### src/hdl/biq_pkg.sv
package biq_pkg;

	// Width of one multiplier digit handled per cycle by the serial unit.
	localparam int DIGIT_W = 4;

	// Integer bits of a Q4.x coefficient.
	localparam int COEF_INT_BITS = 4;

	// Extra integer bits of the stored filter value over a sample.
	localparam int STORE_GUARD = 8;

	// Headroom bits of the accumulator over sample plus coefficient width.
	localparam int ACC_GUARD = 11;

	// The accumulator width is capped at this value; the accumulator wraps at its width.
	localparam int MAX_ACC_W = 64;

	// Coefficient register file.
	localparam int NUM_REGS = 7;
	localparam int IDX_W    = 3;

	typedef logic [IDX_W-1:0] reg_idx_t;

	localparam reg_idx_t REG_GAIN_IN_NOW   = 3'd0;
	localparam reg_idx_t REG_GAIN_IN_PREV  = 3'd1;
	localparam reg_idx_t REG_GAIN_IN_PREV2 = 3'd2;
	localparam reg_idx_t REG_GAIN_FB_PREV  = 3'd3;
	localparam reg_idx_t REG_GAIN_FB_PREV2 = 3'd4;
	localparam reg_idx_t REG_WET_GAIN      = 3'd5;
	localparam reg_idx_t REG_DRY_GAIN      = 3'd6;

	// Control from the sequencer to the serial multiply-accumulate unit.
	typedef struct packed {
		logic start;
		logic clear;
		logic negate;
	} mac_ctl_t;

endpackage

### src/hdl/biq_coef_regs.sv
module biq_coef_regs #(
	parameter int COEF_W = 32
) (
	input  logic                  clk,
	input  logic                  arst_n,
	input  logic                  wr_en,
	input  biq_pkg::reg_idx_t     wr_idx,
	input  logic [COEF_W-1:0]     wr_data,
	input  biq_pkg::reg_idx_t     rd_idx,
	output logic [COEF_W-1:0]     rd_data
);
	import biq_pkg::*;

	// Unity gain in Q4.x format.
	localparam logic [COEF_W-1:0] UNITY = COEF_W'(1) << (COEF_W - COEF_INT_BITS);

	logic [COEF_W-1:0] coef_q [NUM_REGS];

	// Register writes; indexes past the last register are dropped.
	always_ff @(posedge clk or negedge arst_n) begin
		if (!arst_n) begin
			for (int i = 0; i < NUM_REGS; i++) begin
				coef_q[i] <= (i == int'(REG_WET_GAIN)) ? UNITY : '0;
			end
		end else if (wr_en && (wr_idx < reg_idx_t'(NUM_REGS))) begin
			coef_q[wr_idx] <= wr_data;
		end
	end

	// Coefficient selected for the current product.
	always_comb begin
		rd_data = '0;
		if (rd_idx < reg_idx_t'(NUM_REGS)) begin
			rd_data = coef_q[rd_idx];
		end
	end

endmodule

### src/hdl/biq_mac.sv
module biq_mac #(
	parameter int ACC_W  = 59,
	parameter int COEF_W = 32,
	parameter int MPL_W  = 24
) (
	input  logic                     clk,
	input  logic                     arst_n,
	input  biq_pkg::mac_ctl_t        ctl,
	input  logic signed [COEF_W-1:0] coef,
	input  logic signed [MPL_W-1:0]  opnd,
	output logic                     done,
	output logic signed [ACC_W-1:0]  acc
);
	import biq_pkg::*;

	localparam int NDIG  = MPL_W / DIGIT_W;
	localparam int CNT_W = $clog2(NDIG);

	logic signed [ACC_W-1:0]       mcand_q;
	logic signed [ACC_W-1:0]       acc_q;
	logic [MPL_W-1:0]              mplier_q;
	logic [CNT_W-1:0]              cnt_q;
	logic                          running_q;
	logic                          done_q;
	logic                          last;
	logic signed [DIGIT_W:0]       digit;
	logic signed [ACC_W+DIGIT_W:0] term;

	// The top digit of the multiplier carries its sign; the others are unsigned.
	assign last  = (cnt_q == '0);
	assign digit = $signed({last & mplier_q[DIGIT_W-1], mplier_q[DIGIT_W-1:0]});
	assign term  = mcand_q * digit;

	// Digit counter and completion pulse.
	always_ff @(posedge clk or negedge arst_n) begin
		if (!arst_n) begin
			running_q <= 1'b0;
			cnt_q     <= '0;
			done_q    <= 1'b0;
		end else begin
			done_q <= running_q && last;
			if (ctl.start) begin
				running_q <= 1'b1;
				cnt_q     <= CNT_W'(NDIG - 1);
			end else if (running_q) begin
				if (last) begin
					running_q <= 1'b0;
				end else begin
					cnt_q <= cnt_q - 1'b1;
				end
			end
		end
	end

	// Shift-and-add datapath: one multiplier digit per cycle.
	always_ff @(posedge clk) begin
		if (ctl.start) begin
			mcand_q  <= ctl.negate ? -ACC_W'(coef) : ACC_W'(coef);
			mplier_q <= opnd;
			if (ctl.clear) begin
				acc_q <= '0;
			end
		end else if (running_q) begin
			acc_q    <= acc_q + term[ACC_W-1:0];
			mcand_q  <= mcand_q <<< DIGIT_W;
			mplier_q <= mplier_q >> DIGIT_W;
		end
	end

	assign done = done_q;
	assign acc  = acc_q;

endmodule

### src/hdl/biq_rndsat.sv
module biq_rndsat #(
	parameter int ACC_W  = 59,
	parameter int FRAC_W = 28,
	parameter int OUT_W  = 24
) (
	input  logic signed [ACC_W-1:0] acc,
	output logic [OUT_W-1:0]        value,
	output logic                    clip
);
	localparam logic [ACC_W-1:0] HALF = ACC_W'(1) << (FRAC_W - 1);
	localparam logic [ACC_W-1:0] HI   = (ACC_W'(1) << (OUT_W - 1)) - ACC_W'(1);
	localparam logic [ACC_W-1:0] LO   = ~HI;

	logic signed [ACC_W-1:0] biased;
	logic signed [ACC_W-1:0] shifted;

	// Round half up, then drop the coefficient fraction bits.
	assign biased  = acc + HALF;
	assign shifted = biased >>> FRAC_W;

	// Clamp to the signed range of the output width.
	always_comb begin
		clip  = 1'b0;
		value = shifted[OUT_W-1:0];
		if (shifted > $signed(HI)) begin
			clip  = 1'b1;
			value = HI[OUT_W-1:0];
		end else if (shifted < $signed(LO)) begin
			clip  = 1'b1;
			value = LO[OUT_W-1:0];
		end
	end

endmodule

### src/hdl/biquad_iir_with_dry_wet_mix.sv
// Channel   Direction  Handshake                Payload
// input     in         in_valid / in_stall      sample_in
// output    out        out_valid / out_stall    sample_out, clipped
// config    in         cfg_valid / cfg_ready    cfg_index, cfg_data
//
// Samples are handled one at a time by the single 4-bit-digit
// multiply-accumulate unit, which forms all seven products in turn, each over
// NDIG = ceil((SAMPLE_WIDTH+8)/4) multiplier digits, six at the default widths.
// A new sample is taken once the previous result sits in the output register,
// even while that result is stalled. Reset clears the delay line and loads the
// default coefficients.
module biquad_iir_with_dry_wet_mix #(
	parameter int SAMPLE_WIDTH = 16,
	parameter int COEF_WIDTH   = 32
) (
	input  logic                           clk,
	input  logic                           arst_n,
	input  logic                           in_valid,
	output logic                           in_stall,
	input  logic signed [SAMPLE_WIDTH-1:0] sample_in,
	output logic                           out_valid,
	input  logic                           out_stall,
	output logic signed [SAMPLE_WIDTH-1:0] sample_out,
	output logic                           clipped,
	input  logic                           cfg_valid,
	output logic                           cfg_ready,
	input  biq_pkg::reg_idx_t              cfg_index,
	input  logic [COEF_WIDTH-1:0]          cfg_data
);
	import biq_pkg::*;

	localparam int STORE_W = SAMPLE_WIDTH + STORE_GUARD;
	localparam int FULL_W  = SAMPLE_WIDTH + COEF_WIDTH + ACC_GUARD;
	localparam int ACC_W   = (FULL_W > MAX_ACC_W) ? MAX_ACC_W : FULL_W;
	localparam int FRAC_W  = COEF_WIDTH - COEF_INT_BITS;
	localparam int NDIG    = (STORE_W + DIGIT_W - 1) / DIGIT_W;
	localparam int MPL_W   = NDIG * DIGIT_W;

	localparam logic [2:0] ST_IDLE  = 3'd0;
	localparam logic [2:0] ST_START = 3'd1;
	localparam logic [2:0] ST_WAIT  = 3'd2;
	localparam logic [2:0] ST_FILT  = 3'd3;
	localparam logic [2:0] ST_OUT   = 3'd4;

	logic [2:0]                     state_q;
	reg_idx_t                       prod_q;
	logic signed [SAMPLE_WIDTH-1:0] x_q;
	logic signed [SAMPLE_WIDTH-1:0] x1_q;
	logic signed [SAMPLE_WIDTH-1:0] x2_q;
	logic signed [STORE_W-1:0]      y_q;
	logic signed [STORE_W-1:0]      y1_q;
	logic signed [STORE_W-1:0]      y2_q;
	logic                           clip_q;
	logic                           out_valid_q;
	logic signed [SAMPLE_WIDTH-1:0] sample_out_q;
	logic                           clipped_q;

	mac_ctl_t                       mac_ctl;
	logic signed [MPL_W-1:0]        opnd;
	logic [COEF_WIDTH-1:0]          coef;
	logic                           mac_done;
	logic signed [ACC_W-1:0]        acc;
	logic [STORE_W-1:0]             y_rnd;
	logic                           y_clip;
	logic [SAMPLE_WIDTH-1:0]        m_rnd;
	logic                           m_clip;
	logic                           out_free;

	assign cfg_ready = 1'b1;

	biq_coef_regs #(
		.COEF_W (COEF_WIDTH)
	) u_coef_regs (
		.clk     (clk),
		.arst_n  (arst_n),
		.wr_en   (cfg_valid),
		.wr_idx  (cfg_index),
		.wr_data (cfg_data),
		.rd_idx  (prod_q),
		.rd_data (coef)
	);

	// Operand for the current product; the product index matches the
	// index of its coefficient register.
	always_comb begin
		case (prod_q)
			REG_GAIN_IN_NOW:   opnd = MPL_W'(x_q);
			REG_GAIN_IN_PREV:  opnd = MPL_W'(x1_q);
			REG_GAIN_IN_PREV2: opnd = MPL_W'(x2_q);
			REG_GAIN_FB_PREV:  opnd = MPL_W'(y1_q);
			REG_GAIN_FB_PREV2: opnd = MPL_W'(y2_q);
			REG_WET_GAIN:      opnd = MPL_W'(y_q);
			REG_DRY_GAIN:      opnd = MPL_W'(x_q);
			default:           opnd = '0;
		endcase
	end

	// Feedback terms are subtracted; each of the two sums starts from zero.
	always_comb begin
		mac_ctl.start  = (state_q == ST_START);
		mac_ctl.clear  = (prod_q == REG_GAIN_IN_NOW) || (prod_q == REG_WET_GAIN);
		mac_ctl.negate = (prod_q == REG_GAIN_FB_PREV) || (prod_q == REG_GAIN_FB_PREV2);
	end

	biq_mac #(
		.ACC_W  (ACC_W),
		.COEF_W (COEF_WIDTH),
		.MPL_W  (MPL_W)
	) u_mac (
		.clk    (clk),
		.arst_n (arst_n),
		.ctl    (mac_ctl),
		.coef   ($signed(coef)),
		.opnd   (opnd),
		.done   (mac_done),
		.acc    (acc)
	);

	biq_rndsat #(
		.ACC_W  (ACC_W),
		.FRAC_W (FRAC_W),
		.OUT_W  (STORE_W)
	) u_filt_sat (
		.acc   (acc),
		.value (y_rnd),
		.clip  (y_clip)
	);

	biq_rndsat #(
		.ACC_W  (ACC_W),
		.FRAC_W (FRAC_W),
		.OUT_W  (SAMPLE_WIDTH)
	) u_mix_sat (
		.acc   (acc),
		.value (m_rnd),
		.clip  (m_clip)
	);

	assign out_free = !out_valid_q || !out_stall;

	// Sequencer, delay line and output valid.
	always_ff @(posedge clk or negedge arst_n) begin
		if (!arst_n) begin
			state_q     <= ST_IDLE;
			prod_q      <= REG_GAIN_IN_NOW;
			x1_q        <= '0;
			x2_q        <= '0;
			y1_q        <= '0;
			y2_q        <= '0;
			clip_q      <= 1'b0;
			out_valid_q <= 1'b0;
		end else begin
			// A new result replaces or fills the output register; otherwise an
			// accepted output transaction empties it.
			if ((state_q == ST_OUT) && out_free) begin
				out_valid_q <= 1'b1;
			end else if (out_valid_q && !out_stall) begin
				out_valid_q <= 1'b0;
			end
			case (state_q)
				ST_IDLE: begin
					if (in_valid) begin
						prod_q  <= REG_GAIN_IN_NOW;
						state_q <= ST_START;
					end
				end
				ST_START: begin
					state_q <= ST_WAIT;
				end
				ST_WAIT: begin
					if (mac_done) begin
						if (prod_q == REG_GAIN_FB_PREV2) begin
							state_q <= ST_FILT;
						end else if (prod_q == REG_DRY_GAIN) begin
							state_q <= ST_OUT;
						end else begin
							prod_q  <= prod_q + 1'b1;
							state_q <= ST_START;
						end
					end
				end
				ST_FILT: begin
					x1_q    <= x_q;
					x2_q    <= x1_q;
					y1_q    <= y_rnd;
					y2_q    <= y1_q;
					clip_q  <= y_clip;
					prod_q  <= REG_WET_GAIN;
					state_q <= ST_START;
				end
				ST_OUT: begin
					if (out_free) begin
						state_q <= ST_IDLE;
					end
				end
				default: begin
					state_q <= ST_IDLE;
				end
			endcase
		end
	end

	// Sample, filter value and result registers.
	always_ff @(posedge clk) begin
		if ((state_q == ST_IDLE) && in_valid) begin
			x_q <= sample_in;
		end
		if (state_q == ST_FILT) begin
			y_q <= y_rnd;
		end
		if ((state_q == ST_OUT) && out_free) begin
			sample_out_q <= m_rnd;
			clipped_q    <= clip_q | m_clip;
		end
	end

	assign in_stall   = (state_q != ST_IDLE);
	assign out_valid  = out_valid_q;
	assign sample_out = sample_out_q;
	assign clipped    = clipped_q;

endmodule

### config.mk
export PLATFORM = sky130hd
export DESIGN_NAME = biquad_iir_with_dry_wet_mix
export DESIGN_NICKNAME = d
export VERILOG_FILES = /design/src/hdl/biq_pkg.sv /design/src/hdl/biq_coef_regs.sv /design/src/hdl/biq_mac.sv /design/src/hdl/biq_rndsat.sv /design/src/hdl/biquad_iir_with_dry_wet_mix.sv
export SDC_FILE = /design/constraint.sdc
export NUM_CORES = 2
export LEC_CHECK = 0
export BUFFER_PORTS_ARGS = -buffer_cell sky130_fd_sc_hd__buf_2
export CORE_MARGIN = 5
export CORE_UTILIZATION = 41
export DETAILED_ROUTE_END_ITERATION = 10
export PLACE_DENSITY = 0.69
export SYNTH_ARGS = -nofsm -noshare
export SYNTH_HDL_FRONTEND = slang
export SYNTH_HIERARCHICAL = 1
export SYNTH_SLANG_ARGS = --single-unit
### constraint.sdc
create_clock -name clk -period 6.2 [get_ports clk]
set_clock_uncertainty 0.1 [all_clocks]
set_input_delay 1.24 -clock clk [delete_from_list [all_inputs] [get_ports clk]]
set_output_delay 1.24 -clock clk [all_outputs]
set_load 0.01 [all_outputs]
After elaboration in Yosys (flattened, before gate mapping)
Index checks and enable logic that the tools add are counted.
- bits in registers: 516
- logic and storage cells: 126
- add/subtract/negate cells: 5
- multipliers: 1
- magnitude comparators: 9
- eq/ne operators: 17
- mux-type cells: 42
- bitwise operators: 4
- reductions and logical operators: 23
- operators with widths (cell ; count):
    59-bit two-way mux ; 6
    224-bit bitwise mux ; 1
    24-bit one-hot mux with 6 select lines ; 1
    32-bit two-way mux ; 4
    32-bit binary-select mux with 3-bit select ; 1
    32-bit demux with 3-bit select ; 1
    24-bit two-way mux ; 4
    59-bit by 28-bit adder with 59-bit output, second input constant ; 1
    59-bit adder ; 1
    59-bit by 5-bit multiplier with 59-bit output ; 1
    32-bit negator with 59-bit output ; 1
    3-bit two-way mux ; 12
    31-bit by 16-bit > comparator with 1-bit output, second input constant ; 1
    31-bit by 24-bit > comparator with 1-bit output, second input constant ; 1
    31-bit by 16-bit < comparator with 1-bit output, second input constant ; 1
    31-bit by 24-bit < comparator with 1-bit output, second input constant ; 1
    16-bit two-way mux ; 1
    3-bit one-hot mux with 5 select lines ; 1
    3-bit by 2-bit equality test with 1-bit output, second input constant ; 4
    3-bit equality test, second input constant ; 4
    2-bit != test, second input constant ; 6
    3-bit logical NOT ; 3
    1-bit two-way mux ; 9
    3-bit one-hot mux with 3 select lines ; 1
    19 further kinds ; 34

Logic depth before layout (Yosys ltp)
- depth in word-level cells: 8
- depth in mapped cells: 21
- depth with buffers taken out: 19

Hierarchy
Netlist, hierarchy kept.
- modules (own cells, without submodules) (module ; instances ; cells each ; area each (µm²) ; seq. area each (µm²)):
    biq_mac ; 1 ; 1959 ; 18082.3 ; 4389.2
    biq_coef_regs ; 1 ; 736 ; 10271.1 ; 5606.6
    biquad_iir_with_dry_wet_mix ; 1 ; 391 ; 5952.0 ; 3913.8
    biq_rndsat at u_filt_sat ; 1 ; 161 ; 1102.3 ; 0.0
    biq_rndsat at u_mix_sat ; 1 ; 133 ; 983.4 ; 0.0

Worst setup path before layout
OpenSTA, ideal clock, no wires.
- kind: reg2reg
- start point: register state_q[0]
- end point: register u_mac.acc_q[0] (netlist: u_mac/acc[0]) (enable)
- arrival time: 5.383 ns
- required time: 5.543 ns
- slack: 0.159 ns
- stages on the path, launching flop included: 8
- cells stage by stage: dfrtp_1 buf_6 inv_1 nor3_1 clkbuf_8 clkbuf_1 clkbuf_1 o21ai_0
- RTL lines (item ; RTL line ; text):
    from (decl) ; biquad_iir_with_dry_wet_mix.sv:45 ; logic [2:0] state_q;
    from (signal assigned) ; biquad_iir_with_dry_wet_mix.sv:144 ; state_q <= ST_IDLE;
    from (signal assigned) ; biquad_iir_with_dry_wet_mix.sv:164 ; state_q <= ST_START;
    from (signal assigned) ; biquad_iir_with_dry_wet_mix.sv:168 ; state_q <= ST_WAIT;
    to (signal assigned) ; biq_mac.sv:64 ; acc_q <= acc_q + term[ACC_W-1:0];
    to (decl) ; biq_mac.sv:20 ; logic signed [ACC_W-1:0] acc_q;

Worst setup path after layout
- start point: register u_mac.cnt_q[1]
- end point: register u_mac.acc_q[54] (netlist: u_mac/acc[54]), data pin
- cells in the longest elaborated chain, start to end: 6
- ends and longest elaborated chain (item ; RTL line ; text):
    from (decl) ; biq_mac.sv:22 ; logic [CNT_W-1:0] cnt_q;
    from (signal assigned) ; biq_mac.sv:44 ; cnt_q <= CNT_W'(NDIG - 1);
    from (signal assigned) ; biq_mac.sv:49 ; cnt_q <= cnt_q - 1'b1;
    3-bit logical NOT ; biq_mac.sv:30 ; assign last = (cnt_q == '0);
    1-bit AND ; biq_mac.sv:31 ; assign digit = $signed({last & mplier_q[DIGIT_W-1], mplier_q[DIGIT_W-1:0]});
    59-bit by 5-bit multiplier with 59-bit output ; biq_mac.sv:32 ; assign term = mcand_q * digit;
    59-bit adder ; biq_mac.sv:64 ;
    59-bit two-way mux ; biq_mac.sv:63 ; end else if (running_q) begin
    59-bit two-way mux ; biq_mac.sv:57 ; if (ctl.start) begin
No other way between the ends. The select of a mux whose other input is x is not followed.
A chain may end at the register's enable or synchronous reset.

==> flow_summary.toml <==
[cts]
htreeDepth = 2
clk_latency_ns = 0.62
clockBufferDepth = 3
cts_tree = "done"
root_buffer = "clkbuf_16"
cts.hold.buffers_added = 0
cts_buffers = 53
cts.sinks = 516
path_clk_slew_ns = 0.06

[placed_design]
io_buffers = 74
dpl_cell_area_um2 = 38400
dp_hpwl_um = 61600
gp_congestion = 0.896
dp.cells = 4574

[worst_setup_path]
cp-end-kind = "flop"
r2r_slack_ns = 0.25
crit_chain = "inv_1 -> ha_2 -> nand3b_1 -> or2_2 -> fa_1 -> fa_1 -> fa_1 -> fa_1 -> inv_1 -> ha_1 -> a211oi_2 -> o211ai_1 -> a211oi_2 -> nor4_1 -> buf_4 -> nor4b_4 -> nor2_2 -> a31oi_1 -> mux2_2"
crit_arrival_ns = 6.21
path_common_cell = "fa_1"
critical_path_class = "reg2reg"
cpPeakStageDelay_ns = 0.56
critPathRequiredTime_ns = 6.46
slowest_stage = "fa_1"
cp_max_fo = 3
start_kind = "flop"

[timing]
finalHoldViolations = 0
relSlewSlack_pct = 25.3
setup_tns_ns = 0
slew_viol_final = 0
tightest_slew_ns = 1.12
finalCriticalPeriod_ns = 5.95
finalSetupViolCount = 0
fin_crit_sh_pct = 96.0
fmax_ghz = 0.168

[yosys]
ys_ff_latch = 516
avgSynthCellArea_um2 = 10.8
synth_flop_cell = "dfrtp_1"
syn_area_um2 = 36400
async_flop_share_pct = 61.4
ys_seq_area_share_pct = 38.2
synth.net_count = 3784
synth_edf_count = 199
yosysWarnings = 6
synthesis.instances = 3380
ys_types = 97

[die]
die_area_um2 = 94800
coreArea_um2 = 88200
pin_count = 76
die_h_um = 308
rows = 109
start_util_pct = 41.2
die_x_um = 308

[grt]
grt_max_degree = 182
gr-total-overflow = 0
grt_antenna_before_repair = 8
grt_use_total_pct = 18.6
grt_pass1_vias = 26300
grt_pass1_wl_um = 145000

[cells_and_area]
finalInstanceArea_um2 = 40400
layout_common_cells = "inv_1 (365), mux2_2 (326), dfrtp_1 (314)"
final_cells = 4680
nets = 3872
drive_gt1_share_pct = 21.1
fillers = 8104
fin_util_pct = 45.8
syn_to_final_growth_pct = 11.0
layout_commonest_cell = "inv_1"

[routing]
drt_iter0_drc = 2028
wl_um = 88300
first_pass_iters = 8
drc_errors = 0
wl_per_cell_um = 18.9
drt.antenna.violating_nets = 0
vias = 25700
viasPerCell = 5.48

[status]
status = "finished clean"

[flow_run]
cap_viol_max_count = 0

[worst_hold_path]
worstHoldPathType = "reg2reg"
==> worst paths after layout <==
kind | startpoint | to | depth (start not counted)
setup / recovery | u_mac/cnt_q[1] | u_mac/acc[54] | 19
hold / removal | u_coef_regs/coef_q[165] | u_coef_regs/coef_q[165] | 1
hold reg to reg | u_coef_regs/coef_q[165] | u_coef_regs/coef_q[165] | 1
setup reg to reg | u_mac/cnt_q[1] | u_mac/acc[54] | 19
max in group asynchronous | arst_n | u_coef_regs/coef_q[29] | 2
min in group asynchronous | arst_n | u_coef_regs/coef_q[46] | 1
==> what timing repair did <==
action	in CTS	in global routing
resized for setup	2	23
pin swaps	0	7
buffers inserted	0	4
endpoints found under the setup margin	3	16
==> registers in the layout, summed over array words and instances (netlist names), 24 cells and up <==
signal,flops
u_mac/mplier_q,24
y_q,24
u_mac/mcand_q,59
y2_q,24
u_mac/acc,59
y1_q,24
u_coef_regs/coef_q,224
==> metal layers <==
metal  track usage [%]  share of wire (%)  vias to the layer above
li1                  -                  -                    11800
met1              26.0                 45                    13000
met2              30.8                 47                      661
met3              2.86                5.5                      128
met4              4.38                2.1                        6
met5                 0              0.046                        -
==> critical path: cells and delay by family, from the launching register on <==
kind | cells | cell delay (ns)
buffers and inverters | 3 | 0.30
muxes | 1 | 0.35
AOI/OAI and AO/OA | 4 | 0.98
and+or+nand+nor | 5 | 1.03
adders and majority gates | 6 | 2.55
DFF | 1 | 0.37
==> cells in the mapped netlist (7+ instances only) <==
| library cell | n | share of area [%] |
|---|---|---|
| a211oi_1 | 9 | 0.19 |
| a21o_1 | 30 | 0.62 |
| a21oi_1 | 116 | 1.6 |
| a222oi_1 | 24 | 0.66 |
| a22o_1 | 33 | 0.79 |
| a22oi_1 | 17 | 0.35 |
| a31oi_1 | 49 | 0.84 |
| and2_1 | 221 | 3.8 |
| and3_1 | 21 | 0.36 |
| and4_1 | 10 | 0.24 |
| buf_1 | 8 | 0.083 |
| buf_2 | 25 | 0.34 |
| buf_4 | 15 | 0.31 |
| buf_6 | 13 | 0.40 |
| clkbuf_1 | 110 | 1.1 |
| dfrtp_1 | 316 | 22 |
| edfxtp_1 | 199 | 16 |
| fa_1 | 222 | 12 |
| ha_1 | 126 | 4.3 |
| inv_1 | 365 | 3.8 |
| mux2_2 | 326 | 10 |
| mux2i_1 | 100 | 2.8 |
| nand2_1 | 179 | 1.8 |
| nand2b_1 | 14 | 0.24 |
| nand3_1 | 53 | 0.73 |
| nand4_1 | 40 | 0.69 |
| nor2_1 | 215 | 2.2 |
| nor2b_1 | 20 | 0.34 |
| nor3_1 | 37 | 0.51 |
| nor4_1 | 20 | 0.34 |
| o211ai_1 | 22 | 0.45 |
| o21a_1 | 16 | 0.33 |
| o21ai_0 | 75 | 1.0 |
| o21ai_2 | 20 | 0.48 |
| o21bai_1 | 12 | 0.25 |
| o31ai_1 | 14 | 0.29 |
| or2_2 | 39 | 0.67 |
| or4_1 | 7 | 0.14 |
| xnor2_1 | 58 | 1.4 |
| xor2_1 | 61 | 1.5 |
==> cells by family after synthesis <==
group           Yosys count  synth area share (%)
mux                     432                  13.0
flops                   516                  38.2
xor+xnor                120                  2.94
compound gates          487                  9.12
fa+ha+maj               348                  16.5
simple gates            935                  14.0
buf+inv                 541                  6.19
other cells               1                0.0103
==> cell type report <==
class / instances / area, um^2 / share of cell area [%]
clock inverter: 15 / 185 / 0.459
multi-input combinational: 2323 / 20400 / 50.5
inverter: 366 / 1370 / 3.40
sequential: 516 / 13900 / 34.5
tap: 1165 / 1460 / 3.61
clock buffer: 83 / 1610 / 3.99
timing repair buffer: 208 / 1450 / 3.60
antenna: 4 / 10.0 / 0.0248
==> per-stage QoR <==
step	hold slack (ns)	worst slack [ns]
2_1_floorplan	0.357	0.159
3_3_place_gp	0.367	-0.0180
3_5_place_dp	0.374	-0.107
4_1_cts	0.388	0.0620
5_1_grt	0.406	-0.00881
6_report	0.386	0.249
Power is not shown: default switching activity piles up to over one toggle a cycle in this logic, so the estimate is an artifact.
